===== src/rtl/core/saop_pkg.sv =====
// Shared types, constants and the object table of the advertisement object parser.
package saop_pkg;

    // Defaults and sizes
    localparam int MAX_RESULTS_DEF = 8;
    localparam int QUEUE_DEPTH     = 4;
    localparam int TABLE_SIZE      = 20;

    localparam int BYTE_W  = 8;
    localparam int ACC_W   = 24;
    localparam int VALUE_W = 25;
    localparam int QTY_W   = 3;
    localparam int IDX_W   = 5;
    localparam int STAT_W  = 2;

    // Result kinds
    localparam logic KIND_MEAS   = 1'b0;
    localparam logic KIND_STATUS = 1'b1;

    // Frame status codes
    localparam logic [STAT_W-1:0] ST_OK        = 2'd0;
    localparam logic [STAT_W-1:0] ST_TRUNCATED = 2'd1;
    localparam logic [STAT_W-1:0] ST_ENCRYPTED = 2'd2;

    // Quantity codes
    localparam logic [QTY_W-1:0] QTY_BATTERY  = 3'd0;
    localparam logic [QTY_W-1:0] QTY_AIR_TEMP = 3'd1;
    localparam logic [QTY_W-1:0] QTY_HUMIDITY = 3'd2;
    localparam logic [QTY_W-1:0] QTY_PRESSURE = 3'd3;
    localparam logic [QTY_W-1:0] QTY_ILLUM    = 3'd4;
    localparam logic [QTY_W-1:0] QTY_SOIL     = 3'd5;
    localparam logic [QTY_W-1:0] QTY_MAX      = QTY_SOIL;
    localparam logic [QTY_W-1:0] QTY_NONE     = 3'd7;

    // Encryption flag position in the device-info byte
    localparam int INFO_ENC_BIT = 0;

    // Scale factor for whole-unit readings
    localparam logic signed [7:0] CENTI_SCALE = 8'sd100;

    typedef enum logic [2:0] {
        PH_INFO      = 3'd0,
        PH_ID        = 3'd1,
        PH_VALUE     = 3'd2,
        PH_DRAIN_OK  = 3'd3,
        PH_DRAIN_ENC = 3'd4
    } phase_t;

    typedef struct packed {
        logic [BYTE_W-1:0] id;
        logic [1:0]        width;
        logic              is_signed;
        logic              times100;
        logic [QTY_W-1:0]  qty;
    } obj_row_t;

    typedef struct packed {
        logic             hit;
        logic [IDX_W-1:0] idx;
    } lookup_t;

    // One record from the front to the back: an optional measurement and an
    // optional end-of-frame status, in that order
    typedef struct packed {
        logic                      meas_vld;
        logic [QTY_W-1:0]          qty;
        logic signed [VALUE_W-1:0] value;
        logic                      times100;
        logic                      end_vld;
        logic [STAT_W-1:0]         status;
    } work_t;

    // Object table row by index
    function automatic obj_row_t obj_row(input logic [IDX_W-1:0] idx);
        obj_row_t r;
        case (idx)
            5'd1:    r = '{8'h01, 2'd1, 1'b0, 1'b1, QTY_BATTERY};
            5'd2:    r = '{8'h02, 2'd2, 1'b1, 1'b0, QTY_AIR_TEMP};
            5'd3:    r = '{8'h03, 2'd2, 1'b0, 1'b0, QTY_HUMIDITY};
            5'd4:    r = '{8'h04, 2'd3, 1'b0, 1'b0, QTY_PRESSURE};
            5'd5:    r = '{8'h05, 2'd3, 1'b0, 1'b0, QTY_ILLUM};
            5'd6:    r = '{8'h06, 2'd2, 1'b0, 1'b0, QTY_NONE};
            5'd7:    r = '{8'h07, 2'd2, 1'b0, 1'b0, QTY_NONE};
            5'd8:    r = '{8'h08, 2'd2, 1'b1, 1'b0, QTY_NONE};
            5'd9:    r = '{8'h09, 2'd1, 1'b0, 1'b1, QTY_NONE};
            5'd10:   r = '{8'h0A, 2'd3, 1'b0, 1'b0, QTY_NONE};
            5'd11:   r = '{8'h0B, 2'd3, 1'b0, 1'b0, QTY_NONE};
            5'd12:   r = '{8'h0C, 2'd2, 1'b0, 1'b0, QTY_NONE};
            5'd13:   r = '{8'h0D, 2'd2, 1'b0, 1'b1, QTY_NONE};
            5'd14:   r = '{8'h0E, 2'd2, 1'b0, 1'b1, QTY_NONE};
            5'd15:   r = '{8'h12, 2'd2, 1'b0, 1'b1, QTY_NONE};
            5'd16:   r = '{8'h13, 2'd2, 1'b0, 1'b1, QTY_NONE};
            5'd17:   r = '{8'h14, 2'd2, 1'b0, 1'b0, QTY_SOIL};
            5'd18:   r = '{8'h2E, 2'd1, 1'b0, 1'b1, QTY_HUMIDITY};
            5'd19:   r = '{8'h2F, 2'd1, 1'b0, 1'b1, QTY_SOIL};
            default: r = '{8'h00, 2'd1, 1'b0, 1'b1, QTY_NONE};
        endcase
        return r;
    endfunction

    // Match an object id against every table row
    function automatic lookup_t id_lookup(input logic [BYTE_W-1:0] id);
        lookup_t  res;
        obj_row_t r;
        res = '0;
        for (int i = TABLE_SIZE - 1; i >= 0; i--)
        begin
            r = obj_row(IDX_W'(i));
            if (r.id == id)
            begin
                res.hit = 1'b1;
                res.idx = IDX_W'(i);
            end
        end
        return res;
    endfunction

    // Sign- or zero-extend an assembled value by its row's width
    function automatic logic signed [VALUE_W-1:0] extend_raw(input logic [ACC_W-1:0] a,
                                                             input obj_row_t r);
        logic signed [VALUE_W-1:0] v;
        unique case (r.width)
            2'd1:    v = {{(VALUE_W-8){r.is_signed & a[7]}}, a[7:0]};
            2'd2:    v = {{(VALUE_W-16){r.is_signed & a[15]}}, a[15:0]};
            default: v = {r.is_signed & a[23], a};
        endcase
        return v;
    endfunction

endpackage


===== src/rtl/core/saop_ifs.sv =====
// Valid/ready channel interfaces for payload bytes and parser results.
interface saop_byte_if;
    logic       valid;
    logic       ready;
    logic [7:0] data_byte;
    logic       last_byte;

    modport source (output valid, output data_byte, output last_byte, input ready);
    modport sink   (input valid, input data_byte, input last_byte, output ready);
endinterface

interface saop_result_if;
    logic        valid;
    logic        ready;
    logic        result_kind;
    logic [2:0]  quantity;
    logic signed [24:0] value_centi;
    logic [1:0]  status;
    logic        last_of_step;

    modport source (output valid, output result_kind, output quantity, output value_centi,
                    output status, output last_of_step, input ready);
    modport sink   (input valid, input result_kind, input quantity, input value_centi,
                    input status, input last_of_step, output ready);
endinterface


===== src/rtl/core/saop_front.sv =====
// Front end: accepts payload bytes, tracks frame parsing and builds work records.
module saop_front #(
    parameter int MAX_RESULTS = saop_pkg::MAX_RESULTS_DEF
) (
    input  logic              clk,
    input  logic              rst_n,
    saop_byte_if.sink         payload,
    output saop_pkg::work_t   work,
    output logic              work_vld,
    input  logic              work_ready
);
    import saop_pkg::*;

    localparam int CNT_W = $clog2(MAX_RESULTS + 1);

    phase_t             phase_reg, phase_next;
    logic [IDX_W-1:0]   entry_reg, entry_next;
    logic [1:0]         bcnt_reg, bcnt_next;
    logic [ACC_W-1:0]   acc_reg, acc_next;
    logic [CNT_W-1:0]   cnt_reg, cnt_next;

    logic               accept;
    lookup_t            lk;
    obj_row_t           row;
    logic [ACC_W-1:0]   acc_sum;
    logic [1:0]         bcnt_inc;
    work_t              rec;

    assign payload.ready = work_ready;
    assign accept        = payload.valid && work_ready;

    assign lk       = id_lookup(payload.data_byte);
    assign row      = obj_row(entry_reg);
    assign acc_sum  = acc_reg | (ACC_W'(payload.data_byte) << {bcnt_reg, 3'b000});
    assign bcnt_inc = bcnt_reg + 2'd1;

    // Advance the parse state for the byte on the input
    always_comb
    begin
        phase_next = phase_reg;
        entry_next = entry_reg;
        bcnt_next  = bcnt_reg;
        acc_next   = acc_reg;
        cnt_next   = cnt_reg;
        rec        = '0;
        unique case (phase_reg)
            PH_INFO:
            begin
                phase_next = payload.data_byte[INFO_ENC_BIT] ? PH_DRAIN_ENC : PH_ID;
            end
            PH_ID:
            begin
                if (lk.hit)
                begin
                    entry_next = lk.idx;
                    bcnt_next  = '0;
                    acc_next   = '0;
                    phase_next = PH_VALUE;
                end
                else
                begin
                    phase_next = PH_DRAIN_OK;
                end
            end
            PH_VALUE:
            begin
                if (bcnt_inc >= row.width)
                begin
                    if (row.qty != QTY_NONE && cnt_reg < CNT_W'(MAX_RESULTS))
                    begin
                        rec.meas_vld = 1'b1;
                        rec.qty      = row.qty;
                        rec.value    = extend_raw(acc_sum, row);
                        rec.times100 = row.times100;
                        cnt_next     = cnt_reg + CNT_W'(1);
                    end
                    phase_next = PH_ID;
                    bcnt_next  = '0;
                    acc_next   = '0;
                end
                else
                begin
                    acc_next  = acc_sum;
                    bcnt_next = bcnt_inc;
                end
            end
            PH_DRAIN_ENC:
            begin
                phase_next = PH_DRAIN_ENC;
            end
            default:
            begin
                phase_next = PH_DRAIN_OK;
            end
        endcase

        // Close the frame on its last byte
        if (payload.last_byte)
        begin
            rec.end_vld = 1'b1;
            priority if (phase_next == PH_DRAIN_ENC)
                rec.status = ST_ENCRYPTED;
            else if (phase_next == PH_VALUE)
                rec.status = ST_TRUNCATED;
            else
                rec.status = ST_OK;
            phase_next = PH_INFO;
            entry_next = '0;
            bcnt_next  = '0;
            acc_next   = '0;
            cnt_next   = '0;
        end
    end

    assign work     = rec;
    assign work_vld = accept && (rec.meas_vld || rec.end_vld);

    // Hold state between items
    always_ff @(posedge clk or negedge rst_n)
    begin
        if (!rst_n)
        begin
            phase_reg <= PH_INFO;
            entry_reg <= '0;
            bcnt_reg  <= '0;
            acc_reg   <= '0;
            cnt_reg   <= '0;
        end
        else if (accept)
        begin
            phase_reg <= phase_next;
            entry_reg <= entry_next;
            bcnt_reg  <= bcnt_next;
            acc_reg   <= acc_next;
            cnt_reg   <= cnt_next;
        end
    end

endmodule


===== src/rtl/core/saop_queue.sv =====
// Short work-record queue between the front and back ends.
module saop_queue #(
    parameter int DEPTH = saop_pkg::QUEUE_DEPTH
) (
    input  logic             clk,
    input  logic             rst_n,
    input  logic             push,
    input  saop_pkg::work_t  push_data,
    output logic             full,
    input  logic             pop,
    output saop_pkg::work_t  head,
    output logic             head_vld
);
    import saop_pkg::*;

    localparam int PTR_W = (DEPTH > 1) ? $clog2(DEPTH) : 1;
    localparam int CNT_W = $clog2(DEPTH + 1);

    work_t              mem [DEPTH];
    logic [PTR_W-1:0]   wr_ptr_reg, wr_ptr_next;
    logic [PTR_W-1:0]   rd_ptr_reg, rd_ptr_next;
    logic [CNT_W-1:0]   count_reg, count_next;
    logic               do_push;
    logic               do_pop;

    assign full     = (count_reg == CNT_W'(DEPTH));
    assign head_vld = (count_reg != '0);
    assign head     = mem[rd_ptr_reg];
    assign do_push  = push && !full;
    assign do_pop   = pop && head_vld;

    // Advance pointers with wrap at the depth
    always_comb
    begin
        wr_ptr_next = wr_ptr_reg;
        rd_ptr_next = rd_ptr_reg;
        if (do_push)
            wr_ptr_next = (wr_ptr_reg == PTR_W'(DEPTH - 1)) ? '0 : wr_ptr_reg + PTR_W'(1);
        if (do_pop)
            rd_ptr_next = (rd_ptr_reg == PTR_W'(DEPTH - 1)) ? '0 : rd_ptr_reg + PTR_W'(1);
        count_next = count_reg + CNT_W'(do_push) - CNT_W'(do_pop);
    end

    always_ff @(posedge clk or negedge rst_n)
    begin
        if (!rst_n)
        begin
            wr_ptr_reg <= '0;
            rd_ptr_reg <= '0;
            count_reg  <= '0;
        end
        else
        begin
            wr_ptr_reg <= wr_ptr_next;
            rd_ptr_reg <= rd_ptr_next;
            count_reg  <= count_next;
        end
    end

    // Write storage
    always_ff @(posedge clk)
    begin
        if (do_push)
            mem[wr_ptr_reg] <= push_data;
    end

endmodule


===== src/rtl/core/saop_back.sv =====
// Back end: scales values and delivers measurement and status results.
module saop_back (
    input  logic             clk,
    input  logic             rst_n,
    input  saop_pkg::work_t  head,
    input  logic             head_vld,
    output logic             pop,
    saop_result_if.source    results
);
    import saop_pkg::*;

    logic                       vld_reg, vld_next;
    logic                       meas_done_reg, meas_done_next;
    logic                       kind_reg, kind_next;
    logic [QTY_W-1:0]           qty_reg, qty_next;
    logic signed [VALUE_W-1:0]  val_reg, val_next;
    logic [STAT_W-1:0]          st_reg, st_next;
    logic                       last_reg, last_next;

    logic                       load;
    logic signed [31:0]         prod;
    logic signed [VALUE_W-1:0]  scaled;

    assign load   = head_vld && (!vld_reg || results.ready);
    assign prod   = head.value * CENTI_SCALE;
    assign scaled = head.times100 ? prod[VALUE_W-1:0] : head.value;

    // Pick the next result from the head record
    always_comb
    begin
        kind_next      = kind_reg;
        qty_next       = qty_reg;
        val_next       = val_reg;
        st_next        = st_reg;
        last_next      = last_reg;
        meas_done_next = meas_done_reg;
        pop            = 1'b0;
        if (head.meas_vld && !meas_done_reg)
        begin
            kind_next = KIND_MEAS;
            qty_next  = head.qty;
            val_next  = scaled;
            st_next   = ST_OK;
            last_next = !head.end_vld;
            if (load)
            begin
                pop            = !head.end_vld;
                meas_done_next = head.end_vld;
            end
        end
        else
        begin
            kind_next = KIND_STATUS;
            qty_next  = '0;
            val_next  = '0;
            st_next   = head.status;
            last_next = 1'b1;
            if (load)
            begin
                pop            = 1'b1;
                meas_done_next = 1'b0;
            end
        end
        vld_next = load ? 1'b1 : (results.ready ? 1'b0 : vld_reg);
    end

    always_ff @(posedge clk or negedge rst_n)
    begin
        if (!rst_n)
        begin
            vld_reg       <= 1'b0;
            meas_done_reg <= 1'b0;
        end
        else
        begin
            vld_reg       <= vld_next;
            meas_done_reg <= meas_done_next;
        end
    end

    // Hold the output payload until taken
    always_ff @(posedge clk)
    begin
        if (load)
        begin
            kind_reg <= kind_next;
            qty_reg  <= qty_next;
            val_reg  <= val_next;
            st_reg   <= st_next;
            last_reg <= last_next;
        end
    end

    assign results.valid        = vld_reg;
    assign results.result_kind  = kind_reg;
    assign results.quantity     = qty_reg;
    assign results.value_centi  = val_reg;
    assign results.status       = st_reg;
    assign results.last_of_step = last_reg;

endmodule


===== src/rtl/core/sensor_advert_object_parser.sv =====
// Top level of the sensor advertisement object parser.
//
//  channel   | dir | payload                                                | handshake
//  ----------+-----+--------------------------------------------------------+-----------
//  payload   | in  | data_byte, last_byte                                   | valid/ready
//  results   | out | result_kind, quantity, value_centi, status, last_of_step | valid/ready
//
//  One byte is taken per cycle while the queue has room; the object-id match and value
//  assembly run in the front end in the same cycle. The queue is written at the accepting
//  edge, and the output register loads from the queue head when it is empty or its result is taken.
//  The back end delivers one result per cycle while the output is not stalled; a byte that
//  ends an object on the last byte of a frame yields a measurement and a status; the 4-entry queue absorbs it.
//  Reset returns the parser to expect a device-info byte and empties the queue.
//  Input stalls only when the queue is full; output stalls hold the output register.
module sensor_advert_object_parser #(
    parameter int MAX_RESULTS = saop_pkg::MAX_RESULTS_DEF,
    parameter int QUEUE_DEPTH = saop_pkg::QUEUE_DEPTH
) (
    input  logic            clk,
    input  logic            rst_n,
    saop_byte_if.sink       payload,
    saop_result_if.source   results
);
    import saop_pkg::*;

    work_t  work;
    logic   work_vld;
    logic   q_full;
    work_t  head;
    logic   head_vld;
    logic   pop;

    saop_front #(
        .MAX_RESULTS (MAX_RESULTS)
    ) u_front (
        .clk        (clk),
        .rst_n      (rst_n),
        .payload    (payload),
        .work       (work),
        .work_vld   (work_vld),
        .work_ready (!q_full)
    );

    saop_queue #(
        .DEPTH (QUEUE_DEPTH)
    ) u_queue (
        .clk       (clk),
        .rst_n     (rst_n),
        .push      (work_vld),
        .push_data (work),
        .full      (q_full),
        .pop       (pop),
        .head      (head),
        .head_vld  (head_vld)
    );

    saop_back u_back (
        .clk      (clk),
        .rst_n    (rst_n),
        .head     (head),
        .head_vld (head_vld),
        .pop      (pop),
        .results  (results)
    );

endmodule


===== src/flat_wrapper.sv =====
// flat-port wrapper written by rule: the top's interface ports become plain ports
module sensor_advert_object_parser_flat import saop_pkg::*;
#(
    parameter int MAX_RESULTS = saop_pkg::MAX_RESULTS_DEF,
    parameter int QUEUE_DEPTH = saop_pkg::QUEUE_DEPTH
)
  (clk, rst_n, payload_valid, payload_data_byte, payload_last_byte, payload_ready, results_valid, results_result_kind, results_quantity, results_value_centi, results_status, results_last_of_step, results_ready);
  saop_byte_if payload_i ();
  saop_result_if results_i ();
  input  logic clk;
  input  logic rst_n;
  input wire logic [$bits(payload_i.valid)-1:0] payload_valid;
  input wire logic [$bits(payload_i.data_byte)-1:0] payload_data_byte;
  input wire logic [$bits(payload_i.last_byte)-1:0] payload_last_byte;
  output wire logic [$bits(payload_i.ready)-1:0] payload_ready;
  output wire logic [$bits(results_i.valid)-1:0] results_valid;
  output wire logic [$bits(results_i.result_kind)-1:0] results_result_kind;
  output wire logic [$bits(results_i.quantity)-1:0] results_quantity;
  output wire logic [$bits(results_i.value_centi)-1:0] results_value_centi;
  output wire logic [$bits(results_i.status)-1:0] results_status;
  output wire logic [$bits(results_i.last_of_step)-1:0] results_last_of_step;
  input wire logic [$bits(results_i.ready)-1:0] results_ready;
  assign payload_i.valid = payload_valid;
  assign payload_i.data_byte = payload_data_byte;
  assign payload_i.last_byte = payload_last_byte;
  assign payload_ready = payload_i.ready;
  assign results_valid = results_i.valid;
  assign results_result_kind = results_i.result_kind;
  assign results_quantity = results_i.quantity;
  assign results_value_centi = results_i.value_centi;
  assign results_status = results_i.status;
  assign results_last_of_step = results_i.last_of_step;
  assign results_i.ready = results_ready;
  sensor_advert_object_parser #(.MAX_RESULTS(MAX_RESULTS), .QUEUE_DEPTH(QUEUE_DEPTH)) u_core (.clk(clk), .rst_n(rst_n), .payload(payload_i), .results(results_i));
endmodule

===== config.mk =====
export PLATFORM = sky130hd
export DESIGN_NAME = sensor_advert_object_parser_flat
export DESIGN_NICKNAME = d
export VERILOG_FILES = /design/src/rtl/core/saop_pkg.sv /design/src/rtl/core/saop_ifs.sv /design/src/rtl/core/saop_front.sv /design/src/rtl/core/saop_queue.sv /design/src/rtl/core/saop_back.sv /design/src/rtl/core/sensor_advert_object_parser.sv /design/src/flat_wrapper.sv
export SDC_FILE = /design/constraint.sdc
export NUM_CORES = 1
export LEC_CHECK = 0
export BUFFER_PORTS_ARGS = -buffer_cell sky130_fd_sc_hd__buf_2
export CAP_MARGIN = 10
export CORE_MARGIN = 8
export CORE_UTILIZATION = 40
export CTS_CLUSTER_SIZE = 28
export DETAILED_ROUTE_END_ITERATION = 10
export GPL_ROUTABILITY_DRIVEN = 0
export PLACE_DENSITY = 0.54
export SETUP_SLACK_MARGIN = 0.05
export SYNTH_ARGS = -nofsm -noshare
export SYNTH_HDL_FRONTEND = slang
export SYNTH_SLANG_ARGS = --single-unit

===== constraint.sdc =====
create_clock -name clk -period 9.5 [get_ports clk]
set_input_delay 0 -clock clk [delete_from_list [all_inputs] [get_ports clk]]
set_output_delay 0 -clock clk [all_outputs]
set_load 0.1 [all_outputs]

==> flow_summary.ini <==
[run_status]
outcome = finished, final reports clean

[yosys]
syn-cell-area_sq_um = 11300
synth_top_area_cell = edfxtp_1
synthArstFlopShare_pct = 22.3
synth_seq_area_share_pct = 54.1
synth_most_common_cell = edfxtp_1
synth_top_area_share_pct = 43.7
synth-seq-cells = 211
synthDistinctLibCells = 65
synth_edf_count = 164
synthFlopType = edfxtp_1
syn-num-nets = 1041
ys.warnings.count = 0
syn_avg_cell_area_sq_um = 12.0
synth.area.top_cells = edfxtp_1 44%, dfrtp_1 10%, ha_1 7.9%
netlist_top_cells_count = 164 x edfxtp_1, 118 x inv_1, 81 x a21oi_1
netlist_instances = 938

[layout]
final_nets = 1093
insertedDiodeCount = 0
fillers = 2575
largest_reg_flops = 132
final_layout_size_suffix_gt1_share_pct = 14.6
syn_to_final_growth_pct = 13.5
multi_input_area_sq_um = 4550
regArea_sq_um = 6100

[clock_tree]
clkLatencyLatePin_ns = 0.52
cts_buffers = 23
path_clk_slew_ns = 0.06
cts_tree = built
cts_max_level = 1
post_cts_buffers = 0
cts_sinks = 211
ctsResizeCount = 0
cts_root_buf = clkbuf_16
cts_hold_buf = 11
clockBufferDepth = 3

[timing]
setup_ws_ns = 4.30
period_minus_slack_ns = 5.20
whs_ns = 0.108
fmax_ghz = 0.192
finalSetupTns_ns = 0
final.period_utilization_pct = 54.7
max_slew_margin_pct = 33.8
finalHoldViolCount = 0
final-setup-viol-count = 0
rsz0062_at_grt = no
worstMarginPinSlew_ns = 0.992
slew_viol_final = 0
clock_skew_ns = 0.00910

[placed_design]
portBuffers = 46
dpl.hpwl_mm = 15.9
place_ws_ns = 4.28

[floorplanning]
die-area_sq_um = 33800
rows = 61
io_pins = 47
die_h_um = 184
initial_utilization_pct = 40.6
fp.dieW_um = 184
core_area_sq_um = 27800

[global_routing]
grt_util_met2_pct = 23.1
grt_pass1_wl_mm = 39.0
grt-ovfl-total = 0
met1_usage_pct = 19.9
antenna_found_initial = 0
grt_max_degree = 48
grt_util_all_layers_pct = 14.4
grt_pass1_vias = 7243
grt_busiest_layer = met2
grtUsageMet3_pct = 2.33

[route]
ant_nets = 0
drt-pass1-iter-count = 4
vias_per_cell = 5.13
wirelength_mm = 23.7
num_vias = 7101
drtIter0Drc = 404
post-route-drc-count = 0
routedWlPerCell_um = 17.1

[hold_path]
hold_path_class = in2reg

[worst_setup_path]
arrival_ns = 5.58
slowest_stage = mux4_2
cp_cell_sequence = buf_4 -> mux4_2 -> ha_1 -> inv_1 -> fa_1 -> inv_1 -> ha_1 -> fa_1 -> a21o_1 -> a21oi_1 -> o21ai_0 -> a31oi_1 -> o21ai_0 -> a211o_1 -> nand3_1
max_stage_delay_ns = 0.66
crit_required_ns = 9.88
criticalPathCategory = reg2reg
cp-start-kind = flop
crit_path_max_fanout = 36
end_kind = flop

[run]
cap_violations = 0
[logic make-up after synthesis]
| kind of cell | synth area share (%) |
|---|---|
| compound gates | 10.2 |
| xor+xnor | 1.24 |
| fa+ha+maj | 11.3 |
| buf+inv | 5.68 |
| flops | 54.1 |
| mux | 7.30 |
| simple gates | 10.2 |
[critical path: cells and delay by family (launching register included)]
family | cells | cell delay (ns)
compound gates | 6 | 1.66
flops | 1 | 0.41
buf+inv | 3 | 0.65
simple gates | 1 | 0.06
mux | 1 | 0.66
fa+ha+maj | 4 | 1.61
[cells in the final DEF (no fill, tap or decap), types with 3 or more instances in the layout]
cell type,synthesis,final
edfxtp_1,164,164
inv_1,118,118
a21oi_1,81,80
nand2_1,74,74
ha_1,71,71
nor2_1,64,64
buf_2,8,46
dfrtp_1,47,46
mux4_2,31,31
o21ai_0,25,24
clkbuf_16,0,23
fa_1,19,19
nor3_1,16,16
a21o_1,15,15
a31oi_1,15,15
and2_1,15,15
nand3_1,13,13
xnor2_1,12,12
dlygate4sd3_1,0,11
buf_4,0,11
mux2i_1,8,8
a211oi_1,8,8
or3_1,8,8
nor4_1,8,8
nand2b_1,7,7
or2_2,6,6
o21a_1,6,6
o22ai_1,5,5
bufinv_16,0,5
clkinv_1,0,5
mux2_2,4,4
nor2b_1,4,4
o31ai_1,4,4
nand4_1,4,4
xor2_1,4,4
o21ai_1,3,3
clkbuf_1,26,3
[stage by stage]
stage,utilization (%),instance area [sq um],cells
finish,46.1,12800,1385
global route,46.1,12800,1385
CTS,46.1,12800,1385
detailed placement,42.8,11900,1332
global placement,42.8,11900,1332
floorplan,-,11300,938
[final timing paths]
check	depth (start not counted)	slack, ns	endpoint	from
worst max-delay path	15	4.30	u_core.u_back.results.value_centi[23]	u_core.u_queue.rd_ptr_reg[0]
worst min-delay path	4	0.11	u_core.u_front.cnt_reg[2]	payload_valid
worst max register to register	15	4.30	u_core.u_back.results.value_centi[23]	u_core.u_queue.rd_ptr_reg[0]
worst min register to register	2	0.49	u_core.u_front.acc_reg[1]	u_core.u_front.acc_reg[1]
max in group asynchronous	3	8.87	u_core.u_queue.rd_ptr_reg[0]	rst_n
min in group asynchronous	3	0.13	u_core.u_front.phase_reg[1]	rst_n
[cell type report]
type,instances,share of cell area (%)
sequential,211,47.7
inverter,119,3.49
clock inverter,15,1.58
clock buffer,27,4.69
timing repair buffer,68,3.30
multi-input combinational,567,35.6
tap,378,3.70
[routing by layer]
layer	routed length, um	vias up
li1	-	3468
met1	11500	3481
met2	11000	122
met3	916	30
met5	0	-
met4	335	0
Power is left out: the tool's default activity adds up to more than one toggle a clock period on the data nets, which glitch-free logic cannot reach.
